File: src/hdl/kpd_pkg.sv
// kmer_profile_distance shared package: widths, controller states, command/status types
// no dependencies
package kpd_pkg;

  localparam int unsigned MaxK      = 8;
  localparam int unsigned MaxLen    = 65535;
  localparam int unsigned AddrW     = 2 * MaxK;
  localparam int unsigned CntW      = 16;
  localparam int unsigned LenW      = 16;
  localparam int unsigned KW        = 4;
  localparam int unsigned DistW     = 17;
  localparam int unsigned QuotBits  = 17;

  typedef enum logic [2:0] {
    ST_CLEAR,
    ST_IDLE,
    ST_UPD,
    ST_SCAN,
    ST_DIV,
    ST_OUT
  } kpd_state_e;

  typedef struct packed {
    logic clr_start;   // begin clearing sweep (also resets counters/flags)
    logic take_base;   // register an accepted base
    logic upd;         // read-modify-write of the table
    logic scan_start;
    logic div_start;
  } kpd_cmd_t;

  typedef struct packed {
    logic clr_done;
    logic pair_done;   // both sequences finished after this base
    logic scan_done;
    logic div_done;
  } kpd_sts_t;

  function automatic logic [1:0] base_code(input logic [7:0] b);
    case (b)
      8'h43, 8'h63: base_code = 2'd1;
      8'h47, 8'h67: base_code = 2'd2;
      8'h54, 8'h74: base_code = 2'd3;
      default:      base_code = 2'd0;
    endcase
  endfunction

endpackage

File: src/hdl/kpd_ctrl.sv
// kmer_profile_distance controller state machine
// depends on kpd_pkg
module kpd_ctrl (
  input  logic              clk_i,
  input  logic              rst_ni,
  input  logic              in_valid,
  output logic              in_stall,
  output logic              out_valid,
  input  logic              out_stall,
  input  kpd_pkg::kpd_sts_t sts_i,
  output kpd_pkg::kpd_cmd_t cmd_o,
  output logic              idle_o
);
  import kpd_pkg::*;

  kpd_state_e state_q, state_d;

  always_ff @(posedge clk_i or negedge rst_ni) begin
    if (!rst_ni) begin
      state_q <= ST_CLEAR;
    end else begin
      state_q <= state_d;
    end
  end

  always_comb begin
    state_d   = state_q;
    cmd_o     = '0;
    in_stall  = 1'b1;
    out_valid = 1'b0;
    idle_o    = 1'b0;
    case (state_q)
      ST_CLEAR: begin
        if (sts_i.clr_done) begin
          state_d = ST_IDLE;
        end
      end
      ST_IDLE: begin
        in_stall = 1'b0;
        idle_o   = 1'b1;
        if (in_valid) begin
          cmd_o.take_base = 1'b1;
          state_d         = ST_UPD;
        end
      end
      ST_UPD: begin
        cmd_o.upd = 1'b1;
        if (sts_i.pair_done) begin
          cmd_o.scan_start = 1'b1;
          state_d          = ST_SCAN;
        end else begin
          state_d = ST_IDLE;
        end
      end
      ST_SCAN: begin
        if (sts_i.scan_done) begin
          cmd_o.div_start = 1'b1;
          state_d         = ST_DIV;
        end
      end
      ST_DIV: begin
        if (sts_i.div_done) begin
          state_d = ST_OUT;
        end
      end
      ST_OUT: begin
        out_valid = 1'b1;
        if (!out_stall) begin
          cmd_o.clr_start = 1'b1;
          state_d         = ST_CLEAR;
        end
      end
      default: state_d = ST_CLEAR;
    endcase
  end

  a_stall_not_idle: assert property (@(posedge clk_i) disable iff (!rst_ni)
    (state_q != ST_IDLE) |-> in_stall) else $error("input taken outside idle");
  a_out_only_out: assert property (@(posedge clk_i) disable iff (!rst_ni)
    out_valid |-> (state_q == ST_OUT)) else $error("result outside out state");
  a_out_hold: assert property (@(posedge clk_i) disable iff (!rst_ni)
    (out_valid && out_stall) |=> out_valid) else $error("result dropped");

endmodule

File: config.mk
export PLATFORM = sky130hd
export DESIGN_NAME = kpd_ctrl
export DESIGN_NICKNAME = d
export VERILOG_FILES = /design/src/hdl/kpd_pkg.sv /design/src/hdl/kpd_ctrl.sv
export SDC_FILE = /design/constraint.sdc
export NUM_CORES = 1
export LEC_CHECK = 0
export ABC_AREA = 1
export BUFFER_PORTS_ARGS = -buffer_cell sky130_fd_sc_hd__buf_2
export CORE_AREA = 2 2 39 41
export CTS_BUF_LIST = sky130_fd_sc_hd__clkbuf_8
export DETAILED_ROUTE_END_ITERATION = 6
export DIE_AREA = 0 0 41 43
export PLACE_DENSITY_LB_ADDON = 0.1
export SLEW_MARGIN = 15
export SYNTH_ARGS = -nofsm -noshare
export SYNTH_HDL_FRONTEND = slang
export SYNTH_SLANG_ARGS = --single-unit
File: constraint.sdc
create_clock -name clk_i -period 1.7 [get_ports clk_i]
set_input_delay 0.34 -clock clk_i [delete_from_list [all_inputs] [get_ports clk_i]]
set_output_delay 0.34 -clock clk_i [all_outputs]
set_load 0.03 [all_outputs]
Word-level counts from Yosys, hierarchy flattened

Index checks and enable logic that the tools add are counted.

Register bits: 3
Bits in latches: 0
Bits in writable memories: 0
ROM bits: 0
Output and inout bits: 8
Word-level logic and storage cells: 31
Memories kept: 0

Add/sub/neg operators: 0
Multiply operators: 0
Divide/modulo/power cells: 0
$lt $le $gt $ge: 0
Equal/unequal tests: 10
Shift-type cells: 0
Mux-type cells: 18
Bitwise logic cells: 0
Reduce and logical (&&, ||, !) cells: 2

Operator list:

| operator                                             | number |
|---|---|
| one-hot mux 3 bit (6 select lines)                   | 1 |
| two-way mux 3 bit                                    | 5 |
| two-way mux 1 bit                                    | 10 |
| inequality test 2 bit (second input constant)        | 5 |
| equality test 3 x 2 -> 1 bit (second input constant) | 2 |
| equality test 3 bit (second input constant)          | 2 |
| AND reduction 5 bit                                  | 1 |
| two-way mux 2 bit                                    | 2 |
| equality test 3 x 1 -> 1 bit (second input constant) | 1 |
| logical NOT 3 bit                                    | 1 |

Logic depth before layout (Yosys ltp)

Gate-level depths: netlist of the first run.

Depth after elaboration: 3
Mapped depth: 7
Gate-level depth less buffers: 7

Worst setup path after synthesis of the first run

Ideal clock, no wire load.

Path type: reg-to-output
Start point: register state_q[2]
End point: output port cmd_o[3] (netlist bit)
Arrival time: 1.404 ns
Path slack: -0.044 ns
Stages on the path, launching flop included: 5
Path buffers: 1
Cells stage by stage: dfrtp_1 buf_2 inv_1 nand3_1 nor2_1

RTL lines:

| item                     | line           | text |
|---|---|---|
| start: declaration       | kpd_ctrl.sv:16 | `kpd_state_e state_q, state_d;` |
| start signal: assignment | kpd_ctrl.sv:22 | `state_q <= state_d;` |
| end: declaration         | kpd_ctrl.sv:11 | `output kpd_pkg::kpd_cmd_t cmd_o,` |

==> results.md, run 1 <==
| Step | Result | This run |
|---|---|---|
| run status | Outcome | complete, no violations |
| final layout | Flip-flop and latch area | 77.57 um^2 |
| yosys | Seq/Total Area, Yosys | 24.79% |
| final layout | Layout area overhead | 49.59% |
| yosys | Cell count after synthesis | 50 |
| place | Placement Cell Area | 395.4 um^2 |
| clock tree | Clock transition at the registers of the reported paths | 30 ps |
| place | DP Worst Slack | 298.9 ps |
| final layout | Share of layout cells above drive strength 1 | 47.83% |
| routing | Total length of routed wires | 728 um |
| timing | Final min period | 1579 ps |
| final layout | Multi-input gate area | 176.4 um^2 |
| timing | Total count of max-transition violations in the final report | 0 |
| worst setup path | Worst R2R Start | state_q[0] |
| global route | Largest net degree at the start of global routing | 10 |
| final layout | Number of flip-flops in the largest register | 3 |
| global route | Global-route wire length before repair | 1131 um |
| floorplan | Num rows | 14 |
| routing | Routed via count divided by cell count | 3.976 |
| timing | Aggregate negative setup slack | 0 ps |
| yosys | Total number of yosys warnings | 0 |
| worst setup path | Crit path arrival time | 1240 ps |
| clock tree | CTS sink cnt | 3 |
| timing | Worst-margin pin slew | 216.9 ps |
| min path | Start point of the worst min-delay path | sts_i[1] |
| place | IO buf count | 15 |
| worst setup path | Endpoint required time on the critical path | 1360 ps |
| clock tree | CTS tree | done |
| final layout | Final layout net count | 78 |
| yosys | Ranking of synthesized cells by area | dfrtp_1 (25%), inv_1 (14%), nand2_1 (12%) |
| timing | Fmax achieved | 633.3 MHz |
| final layout | Most frequent cells in the layout | buf_2 (15), inv_1 (12), nand2_1 (10), nand3_1 (7), nor2_2 (5) |
| routing | Overall via count from detail_route | 338 |
| final layout | Biggest register | state_q |
| floorplan | Chip height | 43 um |
| clock tree | Number of levels in the clock H-tree | 1 |
| yosys | Post-Syn Nets | 58 |
| yosys | Cell type with the highest aggregate area in the netlist | dfrtp_1 |
| final layout | Diode count | 0 |
| min path | Hold path cells | 4 |
| clock tree | Latest clock arrival within the worst-skew pair | 210 ps |
| routing | Post-route DRC violation count | 0 |
| yosys | Netlist Area Pre-Place | 302.8 um^2 |
| pwr | Leakage component of the power | 0.2975 nW |
| pwr | Max VDD drop | 0.0005570 V |
| final layout | Registers with the highest flip-flop counts | state_q x3 |
| global route | Combined global-route utilization of all metal layers | 9.648% |
| timing | Fraction of the cycle the final worst path needs | 92.89% |
| clock tree | Num CTS Buffers | 3 |
| timing | Final setup vio count | 0 |
| worst setup path | Kind of end point of the critical path | primary output |
| global route | Grt total ovfl | 0 |
| place | Final GP Congestion | 0.7856 |
| floorplan | Starting Density | 21.88% |
| place | Final HPWL DP | 576.9 um |
| timing | Hold Violations, Final | 0 |
| min path | Terminating pin of the worst hold path | state_q[1] |
| routing | DRT antenna net count | 0 |
| floorplan | Die width | 41 um |
| worst setup path | R2R setup slack | 610 ps |
| timing | Unrepaired setup endpoints after global routing | no |
| final layout | Count of filler cells inserted in the layout | 166 |
| routing | Detailed-router iteration count before antenna repair | 4 |
| timing | Worst path setup slack after routing | 120.9 ps |
| clock tree | CTS Root Cell | clkbuf_8 |
| floorplan | Io pins | 16 |
| yosys | Top-area cell type share of the netlist area | 24.79% |
| yosys | #FFs+latches synth | 3 |
| global route | Number of global-route vias before repair | 280 |
| floorplan | Overall die area | 0.001763 mm^2 |
| routing | Average wire per cell in the routed design | 8.565 um |
| pwr | Cell Pwr Density | 1798 mW/mm^2 |
| job | Count of max-cap constraint violations | 0 |
| floorplan | Core ar. | 0.001384 mm^2 |
| final layout | Finished Cell Area | 452.9 um^2 |
| timing | Maximum clock skew at final layout | 1.863 ps |
| routing | Detailed Route Iter0 Violations | 10 |
| yosys | Count of cell types in the netlist | 13 |
| yosys | Synthesized area per cell | 6.056 um^2 |
| clock tree | Bufs on Longest Clock Path | 2 |
| timing | Worst rel slew slack | 85.54% |
| worst setup path | Crit Path Class | flip-flop to primary output |
| min path | Classification of the worst-slack hold path | input pin to flip-flop |
| final layout | Most common library cell in the layout ignoring fill and taps | buf_2 |
| worst setup path | Critical path fanouts, max | 5 |
| clock tree | Setup repair bufs after CTS | 0 |
| worst setup path | Worst Setup Start Kind | flip-flop |
| global route | Initial antenna violation count | 0 |
| worst setup path | FF-to-FF End | state_q[0] |
| worst setup path | Count of cells along the worst register-to-register path | 7 |
==> how the worst max path moves through the flow <==
| stage | from | to | slack (ps) | cells past startpoint |
|---|---|---|---|---|
| after global routing | state_q[1] | cmd_o[3] | 40 | 4 |
| after CTS | state_q[0] | cmd_o[0] | 70 | 5 |
| final | state_q[1] | cmd_o[3] | 120 | 4 |
| after floorplan | state_q[2] | cmd_o[1] | 5 | 4 |
| after detailed placement | state_q[0] | cmd_o[0] | 300 | 5 |
| after global placement | state_q[0] | cmd_o[0] | 280 | 5 |
==> report_power, final <==
group | internal, mW | switching [mW]
combinational | 0.145 | 0.296
clock | 0.154 | 0.0457
sequential | 0.106 | 0.0691
==> routing by layer <==
| layer | GRT usage [%] | up-vias | wire (um) |
|---|---|---|---|
| li1 | - | 187 | - |
| met1 | 13.23 | 140 | 360 |
| met2 | 12.50 | 11 | 313 |
| met3 | 6.283 | 0 | 55 |
| met4 | 2.000 | 0 | 0 |
| met5 | 0 | - | 0 |
==> critical path, cell delays in order, from the launching register on <==
cell and delay, ps:
dfrtp_1 440, inv_1 140, nand3_1 150, nor2_2 100, buf_2 190
==> Yosys cell counts <==
cell type / instances
dfrtp_1: 3
nand2_1: 10
o21bai_1: 1
nand3_1: 7
inv_2: 2
nand2_2: 3
nor2_2: 4
nand3_2: 2
a21oi_1: 1
nor3_2: 1
buf_2: 1
inv_1: 11
nor2_1: 4
==> area by class of cell <==
cell class,count,area share (%)
Clock buffer,3,9.116
Tap cell,16,4.420
Inverter,13,10.77
Multi-Input combinational cell,33,38.95
Sequential cell,3,17.13
Clock inverter,1,0.8287
Timing Repair Buffer,16,18.78
==> cell families after synthesis <==
kind of cell,synth area share (%)
and+or+nand+nor,53.30
buffers and inverters,17.77
DFF,24.79
AOI/OAI and AO/OA,4.132
==> what timing repair did <==
action | CTS | global route
endpoints found under the setup margin | 0 | 4
resized for setup | 0 | 2
hold buffers | 1 | 0
endpoints found under the hold margin | 3 | 0
==> through the flow <==
step / power (mW) / std cells / utilization [%] / hold slack [ps]
6_report: 0.8145 / 85 / 32.73 / 432.2
5_1_grt: 0.8854 / 85 / 32.73 / 447.8
4_1_cts: 0.8247 / 85 / 32.55 / 428.7
3_5_place_dp: 0.6156 / 80 / 28.57 / 138.9
3_3_place_gp: 0.6243 / 80 / 28.57 / 140.5
2_1_floorplan: 0.5044 / 50 / - / 44.41
Power figures use the tool's default switching activity.
==> inputs of run 2 (changes only) <==
--- a/config.mk
+++ b/config.mk
@@ -11,7 +11,8 @@
 export CTS_BUF_LIST = sky130_fd_sc_hd__clkbuf_8
 export DETAILED_ROUTE_END_ITERATION = 6
 export DIE_AREA = 0 0 41 43
-export PLACE_DENSITY_LB_ADDON = 0.1
+export GPL_TIMING_DRIVEN = 0
+export PLACE_DENSITY = 0.46
 export SLEW_MARGIN = 15
 export SYNTH_ARGS = -nofsm -noshare
 export SYNTH_HDL_FRONTEND = slang
==> run 2 against run 1 <==
Net effect:
- setup slack lost 5.5 ps
- clock skew is essentially flat
- cell count grew 1.2%
- critical path type unchanged
- utilization grew 1.6 points
- combinational power grew 9.3%
- hold slack gained 0.78 ps
- clock power is essentially flat
- sequential power shrank 9.7%
- die area is the same
- fmax shrank 0.35%
- global-route usage shrank 0.39 points
==> results.md, run 2 (synthesis results as in run 1) <==
| Step | Result | This run | vs previous |
|---|---|---|---|
| run status | Outcome | complete, no violations | unchanged |
| timing | Fraction of the cycle the final worst path needs | 93.21% | was 92.89% |
| global route | Initial antenna violation count | 0 | unchanged |
| global route | Grt total ovfl | 0 | unchanged |
| final layout | Final layout net count | 79 | was 78 |
| global route | Combined global-route utilization of all metal layers | 9.256% | was 9.648% |
| pwr | Final Power | 0.8353 mW | was 0.8145 mW |
| final layout | Layout area overhead | 57.03% | was 49.59% |
| timing | Worst-margin pin slew | 211.4 ps | was 216.9 ps |
| floorplan | Overall die area | 0.001763 mm^2 | unchanged |
| place | IO buf count | 15 | unchanged |
| pwr | Leakage component of the power | 0.3044 nW | was 0.2975 nW |
| clock tree | Number of levels in the clock H-tree | 1 | unchanged |
| worst setup path | Crit path arrival time | 1240 ps | about the same |
| routing | Routed via count divided by cell count | 4.081 | was 3.976 |
| final layout | Most common library cell in the layout ignoring fill and taps | buf_2 | unchanged |
| floorplan | Starting Density | 21.88% | unchanged |
| final layout | Number of flip-flops in the largest register | 3 | unchanged |
| place | Cell count after placement | 81 | was 80 |
| final layout | Share of layout cells above drive strength 1 | 48.57% | was 47.83% |
| global route | Global-route wire length before repair | 1069 um | was 1131 um |
| worst setup path | Critical path fanouts, max | 9 | was 5 |
| place | Final HPWL DP | 540 um | was 576.9 um |
| pwr | Cell Pwr Density | 1757 mW/mm^2 | was 1798 mW/mm^2 |
| worst setup path | Worst Setup Start Kind | flip-flop | unchanged |
| floorplan | Num rows | 14 | unchanged |
| final layout | Diode count | 0 | unchanged |
| final layout | Most frequent cells in the layout | buf_2 (13), inv_1 (12), nand2_1 (10), nand3_1 (6), nor2_2 (5) | was buf_2 (15), inv_1 (12), nand2_1 (10), nand3_1 (7), nor2_2 (5) |
| global route | Number of global-route vias before repair | 285 | was 280 |
| routing | Detailed-router iteration count before antenna repair | 4 | unchanged |
| clock tree | Latest clock arrival within the worst-skew pair | 210 ps | about the same |
| timing | Maximum clock skew at final layout | 1.488 ps | was 1.863 ps |
| floorplan | Io pins | 16 | unchanged |
| final layout | Registers with the highest flip-flop counts | state_q x3 | unchanged |
| routing | DRT antenna net count | 0 | unchanged |
| final layout | Post-Route Utilization | 34.36% | was 32.73% |
| worst setup path | Kind of end point of the critical path | primary output | unchanged |
| worst setup path | Crit Path Class | flip-flop to primary output | unchanged |
| global route | Largest net degree at the start of global routing | 10 | unchanged |
| clock tree | Clock transition at the registers of the reported paths | 30 ps | about the same |
| clock tree | Num CTS Buffers | 3 | unchanged |
| timing | Unrepaired setup endpoints after global routing | no | unchanged |
| floorplan | Core ar. | 0.001384 mm^2 | unchanged |
| clock tree | CTS tree | done | unchanged |
| timing | Final setup vio count | 0 | unchanged |
| clock tree | CTS sink cnt | 3 | unchanged |
| routing | Post-route DRC violation count | 0 | unchanged |
| routing | Average wire per cell in the routed design | 7.779 um | was 8.565 um |
| routing | Overall via count from detail_route | 351 | was 338 |
| clock tree | Bufs on Longest Clock Path | 2 | unchanged |
| routing | Total length of routed wires | 669 um | was 728 um |
| place | Final GP Congestion | 0.7742 | was 0.7856 |
| timing | Aggregate negative setup slack | 0 ps | unchanged |
| floorplan | Die width | 41 um | unchanged |
| final layout | Non-filler instance count after layout | 86 | was 85 |
| timing | Fmax achieved | 631.1 MHz | was 633.3 MHz |
| floorplan | Chip height | 43 um | unchanged |
| clock tree | CTS Root Cell | clkbuf_8 | unchanged |
| worst setup path | Endpoint required time on the critical path | 1360 ps | about the same |
| pwr | Max VDD drop | 0.0005654 V | was 0.0005570 V |
| timing | Worst rel slew slack | 85.91% | was 85.54% |
| timing | Hold Violations, Final | 0 | unchanged |
| timing | Final min period | 1585 ps | was 1579 ps |
| final layout | Biggest register | state_q | unchanged |
| clock tree | Setup repair bufs after CTS | 0 | unchanged |
| job | Count of max-cap constraint violations | 0 | unchanged |
| routing | Detailed Route Iter0 Violations | 2 | was 10 |
| min path | Classification of the worst-slack hold path | input pin to flip-flop | unchanged |
| timing | Total count of max-transition violations in the final report | 0 | unchanged |
==> run 2: repair_timing <==
| action | in CTS | in global routing |
|---|---|---|
| setup endpoints to repair | 0 | 4 |
| hold buffers | 1 | 0 |
| gates resized for setup | 0 | 6 |
| hold endpoints to repair | 3 | 0 |
==> run 2: cell type report <==
| cell class | instances | area [um^2] |
|---|---|---|
| fill | 167 | 908.4 |
| multi-input combinational | 33 | 187.7 |
| timing repair buffer | 16 | 90.09 |
| sequential | 3 | 76.32 |
| inverter | 13 | 48.80 |
| clock buffer | 3 | 41.29 |
| tap | 16 | 20.02 |
| buffer | 1 | 7.507 |
| clock inverter | 1 | 3.754 |
==> run 2: metrics by stage <==
stage                     setup WS [ps]  hold WS (ps)  area [um^2]
final                             115.4         433.0        475.5
after CTS                         82.87         431.6        455.4
after global placement            311.4         136.1        400.4
after floorplan                   5.079         44.41        305.3
after detailed placement          308.6         136.1        400.4
after global routing              4.413         461.3        475.5
==> run 2: worst max-delay path: stages (launching register included) <==
cell and delay, ps:
dfrtp_1 350, clkbuf_4 190, nor3_4 190, nand2_1 80, inv_1 50, clkbuf_4 170
==> run 2: per-layer routing <==
layer,track usage (%),up-vias,part of all wire [%]
li1,-,187,-
met1,11.00,149,43
met2,13.44,15,48
met3,3.141,0,8.7
met4,6.000,0,0
met5,0,-,0
==> run 2: report_power, final <==
part	switching [mW]	total [mW]	internal, mW
clock network	0.0423	0.196	0.153
logic	0.318	0.481	0.164
registers	0.0541	0.158	0.104
==> run 2: final timing paths <==
path                            startpoint         end  slack, ps  depth (start not counted)
worst max-delay path            state_q[2]    cmd_o[1]        120                          5
worst min-delay path              sts_i[1]  state_q[1]        430                          4
worst max register to register  state_q[2]  state_q[2]        590                          7
worst min register to register  state_q[0]  state_q[0]        690                          3
max in group asynchronous           rst_ni  state_q[0]       1140                          2
min in group asynchronous           rst_ni  state_q[1]        450                          2
==> inputs of run 3 (changes only) <==
--- a/config.mk
+++ b/config.mk
@@ -7,12 +7,14 @@
 export LEC_CHECK = 0
 export ABC_AREA = 1
 export BUFFER_PORTS_ARGS = -buffer_cell sky130_fd_sc_hd__buf_2
+export CAP_MARGIN = 20
 export CORE_AREA = 2 2 39 41
 export CTS_BUF_LIST = sky130_fd_sc_hd__clkbuf_8
 export DETAILED_ROUTE_END_ITERATION = 6
 export DIE_AREA = 0 0 41 43
 export GPL_TIMING_DRIVEN = 0
 export PLACE_DENSITY = 0.46
+export SETUP_SLACK_MARGIN = 0.4
 export SLEW_MARGIN = 15
 export SYNTH_ARGS = -nofsm -noshare
 export SYNTH_HDL_FRONTEND = slang
==> run 3 against run 2 <==
Net effect:
- count of clock-buffer cells in the layout unchanged
- total power is 40% higher
- non-clock buffer count grew 9
- register-to-register slack got worse by 250 ps
- clock power about the same
- via count grew 13%
- critical path type unchanged
==> results.md, run 3 (synthesis results as in run 1) <==
| Step | Result | This run | vs previous |
|---|---|---|---|
| worst setup path | R2R setup slack | 340 ps | was 590 ps |
| routing | Overall via count from detail_route | 396 | was 351 |
| global route | Global-route wire length before repair | 1317 um | was 1069 um |
| global route | Initial antenna violation count | 0 | unchanged |
| pwr | Leakage component of the power | 0.3620 nW | was 0.3044 nW |
| worst setup path | WP buf/inv | 2 | was 3 |
| routing | Total length of routed wires | 846 um | was 669 um |
| final layout | Most frequent cells in the layout | buf_6 (10), nand2_1 (8), buf_2 (8), buf_4 (7), inv_1 (6) | was buf_2 (13), inv_1 (12), nand2_1 (10), nand3_1 (6), nor2_2 (5) |
| routing | Average wire per cell in the routed design | 8.905 um | was 7.779 um |
| timing | Final min period | 1462 ps | was 1585 ps |
| global route | Met3 Resource Use GR | 3.141% | unchanged |
| global route | Largest net degree at the start of global routing | 7 | was 10 |
| worst setup path | FF-to-FF End | state_q[1] | was state_q[2] |
| routing | DRT antenna net count | 0 | unchanged |
| timing | Hold Violations, Final | 0 | unchanged |
| global route | Number of global-route vias before repair | 340 | was 285 |
| timing | Unrepaired setup endpoints after global routing | yes | was no |
| global route | Most Used Layer, Global Route | met2 | unchanged |
| worst setup path | Crit path arrival time | 1120 ps | was 1240 ps |
| clock tree | CTS Root Cell | clkbuf_8 | unchanged |
| final layout | Final layout net count | 88 | was 79 |
| place | Final HPWL DP | 528.5 um | was 540 um |
| global route | Combined global-route utilization of all metal layers | 10.46% | was 9.256% |
| clock tree | Bufs on Longest Clock Path | 2 | unchanged |
| pwr | Net switching fraction of the power | 46.41% | was 49.57% |
| clock tree | CTS tree | done | unchanged |
| pwr | Max VDD drop | 0.0006491 V | was 0.0005654 V |
| min path | Classification of the worst-slack hold path | input pin to async pin | was input pin to flip-flop |
| clock tree | Clock transition at the registers of the reported paths | 30 ps | about the same |
| routing | Detailed-router iteration count before antenna repair | 2 | was 4 |
| floorplan | Core ar. | 0.001384 mm^2 | unchanged |
| global route | Met2 track utilization from global routing | 16.25% | was 13.44% |
| global route | GRT met1 Usage | 14.89% | was 11.00% |
| floorplan | Io pins | 16 | unchanged |
| place | Placement Cell Area | 429.2 um^2 | was 400.4 um^2 |
| timing | Worst-margin pin slew | 177.7 ps | was 211.4 ps |
| timing | Fraction of the cycle the final worst path needs | 86.03% | was 93.21% |
| clock tree | Number of levels in the clock H-tree | 1 | unchanged |
| worst setup path | Crit-path max cell delay | 430 ps | was 350 ps |
| worst setup path | Critical path fanouts, max | 5 | was 9 |
| timing | Aggregate negative setup slack | 0 ps | unchanged |
| worst setup path | Critical path's most frequent cell | buf_6 | was clkbuf_4 |
| place | IO buf count | 15 | unchanged |
| worst setup path | Kind of end point of the critical path | primary output | unchanged |
| pwr | Final Power | 1.172 mW | was 0.8353 mW |
| worst setup path | Crit-path cells | buf_6 -> nand3_4 -> nor2_4 -> buf_6 | was clkbuf_4 -> nor3_4 -> nand2_1 -> inv_1 -> clkbuf_4 |
| timing | Maximum clock skew at final layout | 4.003 ps | was 1.488 ps |
| floorplan | Die width | 41 um | unchanged |
| final layout | Most common library cell in the layout ignoring fill and taps | buf_6 | was buf_2 |
| clock tree | CTS sink cnt | 3 | unchanged |
| final layout | Count of filler cells inserted in the layout | 149 | was 167 |
| final layout | Biggest register | state_q | unchanged |
| final layout | Share of layout cells above drive strength 1 | 72.15% | was 48.57% |
| timing | Worst rel slew slack | 88.14% | was 85.91% |
| final layout | Registers with the highest flip-flop counts | state_q x3 | unchanged |
| routing | Routed via count divided by cell count | 4.168 | was 4.081 |
| final layout | Layout area overhead | 118.6% | was 57.03% |
| routing | Detailed Route Iter0 Violations | 2 | unchanged |
| worst setup path | Worst R2R Start | state_q[1] | was state_q[2] |
| final layout | Number of flip-flops in the largest register | 3 | unchanged |
| run status | Outcome | complete, no violations | unchanged |
| clock tree | Num CTS Buffers | 3 | unchanged |
| worst setup path | Master of the slowest instance on the critical path | dfrtp_2 | was dfrtp_1 |
| global route | Grt total ovfl | 0 | unchanged |
| floorplan | Chip height | 43 um | unchanged |
| worst setup path | Count of cells along the worst register-to-register path | 9 | was 7 |
| clock tree | Latest clock arrival within the worst-skew pair | 210 ps | about the same |
| pwr | Sequential Power Share | 12.8% | was 19.0% |
| pwr | Cell Pwr Density | 1771 mW/mm^2 | was 1757 mW/mm^2 |
| timing | Total count of max-transition violations in the final report | 0 | unchanged |
| final layout | Finished Cell Area | 661.9 um^2 | was 475.5 um^2 |
| worst setup path | Crit Path Class | flip-flop to primary output | unchanged |
| pwr | Total net switching power | 0.5440 mW | was 0.4140 mW |
| worst setup path | Worst Setup Start Kind | flip-flop | unchanged |
| pwr | Int Power | 0.6282 mW | was 0.4212 mW |
| timing | Fmax achieved | 683.8 MHz | was 631.1 MHz |
| pwr | Clk pwr share | 16.7% | was 23.4% |
| routing | Post-route DRC violation count | 0 | unchanged |
| timing | Final setup vio count | 0 | unchanged |
| floorplan | Num rows | 14 | unchanged |
| job | Count of max-cap constraint violations | 0 | unchanged |
| floorplan | Starting Density | 21.88% | unchanged |
| final layout | Multi-input gate area | 245.2 um^2 | was 187.7 um^2 |
| pwr | Portion of total power attributed to combinational logic | 70.5% | was 57.6% |
| floorplan | Overall die area | 0.001763 mm^2 | unchanged |
| place | Final GP Congestion | 0.7676 | was 0.7742 |
| final layout | Diode count | 0 | unchanged |
| worst setup path | Endpoint required time on the critical path | 1360 ps | about the same |
| worst setup path | Worst path top cell family by delay | flip-flops | was buffers and inverters |
| final layout | Flip-flop and latch area | 77.57 um^2 | was 76.32 um^2 |
==> run 3: cell count changes in the layout (fill, tap and decap cells not counted), moves of 4 or more <==
| cell | previous run | this run |
|---|---|---|
| buf_6 | 0 | 10 |
| inv_4 | 0 | 4 |
| inv_1 | 12 | 6 |
| buf_2 | 13 | 8 |
| buf_4 | 0 | 7 |
| nor2_4 | 0 | 5 |
==> run 3: timing repair <==
action                     4_1_cts  5_1_grt
pin swaps                        1        6
hold endpoints to repair         3        0
buffers inserted                 9        0
setup endpoints to repair        8       11
gates resized for setup         22       13
hold buffers                     1        0
==> run 3: how the worst max path moves through the flow <==
| stage | to | from | cells after the start |
|---|---|---|---|
| global placement | cmd_o[0] | state_q[0] | 5 |
| floorplan | cmd_o[1] | state_q[1] | 4 |
| global route | cmd_o[1] | state_q[1] | 5 |
| finish | cmd_o[3] | state_q[0] | 4 |
| CTS | cmd_o[1] | state_q[1] | 5 |
| detailed placement | cmd_o[0] | state_q[0] | 5 |
==> run 3: final cells by class <==
class                      count  share of cell area (%)
sequential                     3                   11.72
tap                           16                   3.025
timing repair buffer          25                   30.81
multi-input combinational     33                   37.05
buffer                         1                   1.701
clock buffer                   3                   6.238
clock inverter                 1                  0.5671
inverter                      13                   8.885
==> run 3: metal layers <==
metal / part of all wire (%) / up-vias / routed length, um
met1: 46 / 175 / 388
met4: 0 / 0 / 0
li1: - / 207 / -
met5: 0 / - / 0
met3: 5.4 / 0 / 46
met2: 49 / 14 / 411
==> run 3: worst reg2reg max path, stage by stage (launching register included) <==
cell and delay [ps]:
dfrtp_2 400, inv_4 60, nor3_4 200, nand2_2 80, buf_4 130, buf_4 120
buf_4 120, nand2_2 60, nand3_2 70, nand2_1 70
==> run 3: power by group through the flow <==
stage	sequential (mW)	combinational (mW)	clock, mW
after floorplan	0.146	0.410	0
after detailed placement	0.158	0.505	0
after global routing	0.156	0.904	0.209
after global placement	0.162	0.508	0
final	0.150	0.826	0.195
after CTS	0.147	0.720	0.201
==> run 3: stage by stage <==
step                      hold slack, ps  utilization [%]  setup WS (ps)  instances
after CTS                          448.6            44.48          235.0         95
final                              447.7            47.83          237.5         95
after global routing               469.7            47.83          181.7         95
after detailed placement           138.3            31.01          253.0         81
after global placement             135.5            31.01          235.4         81
after floorplan                    44.41                -          228.2         50
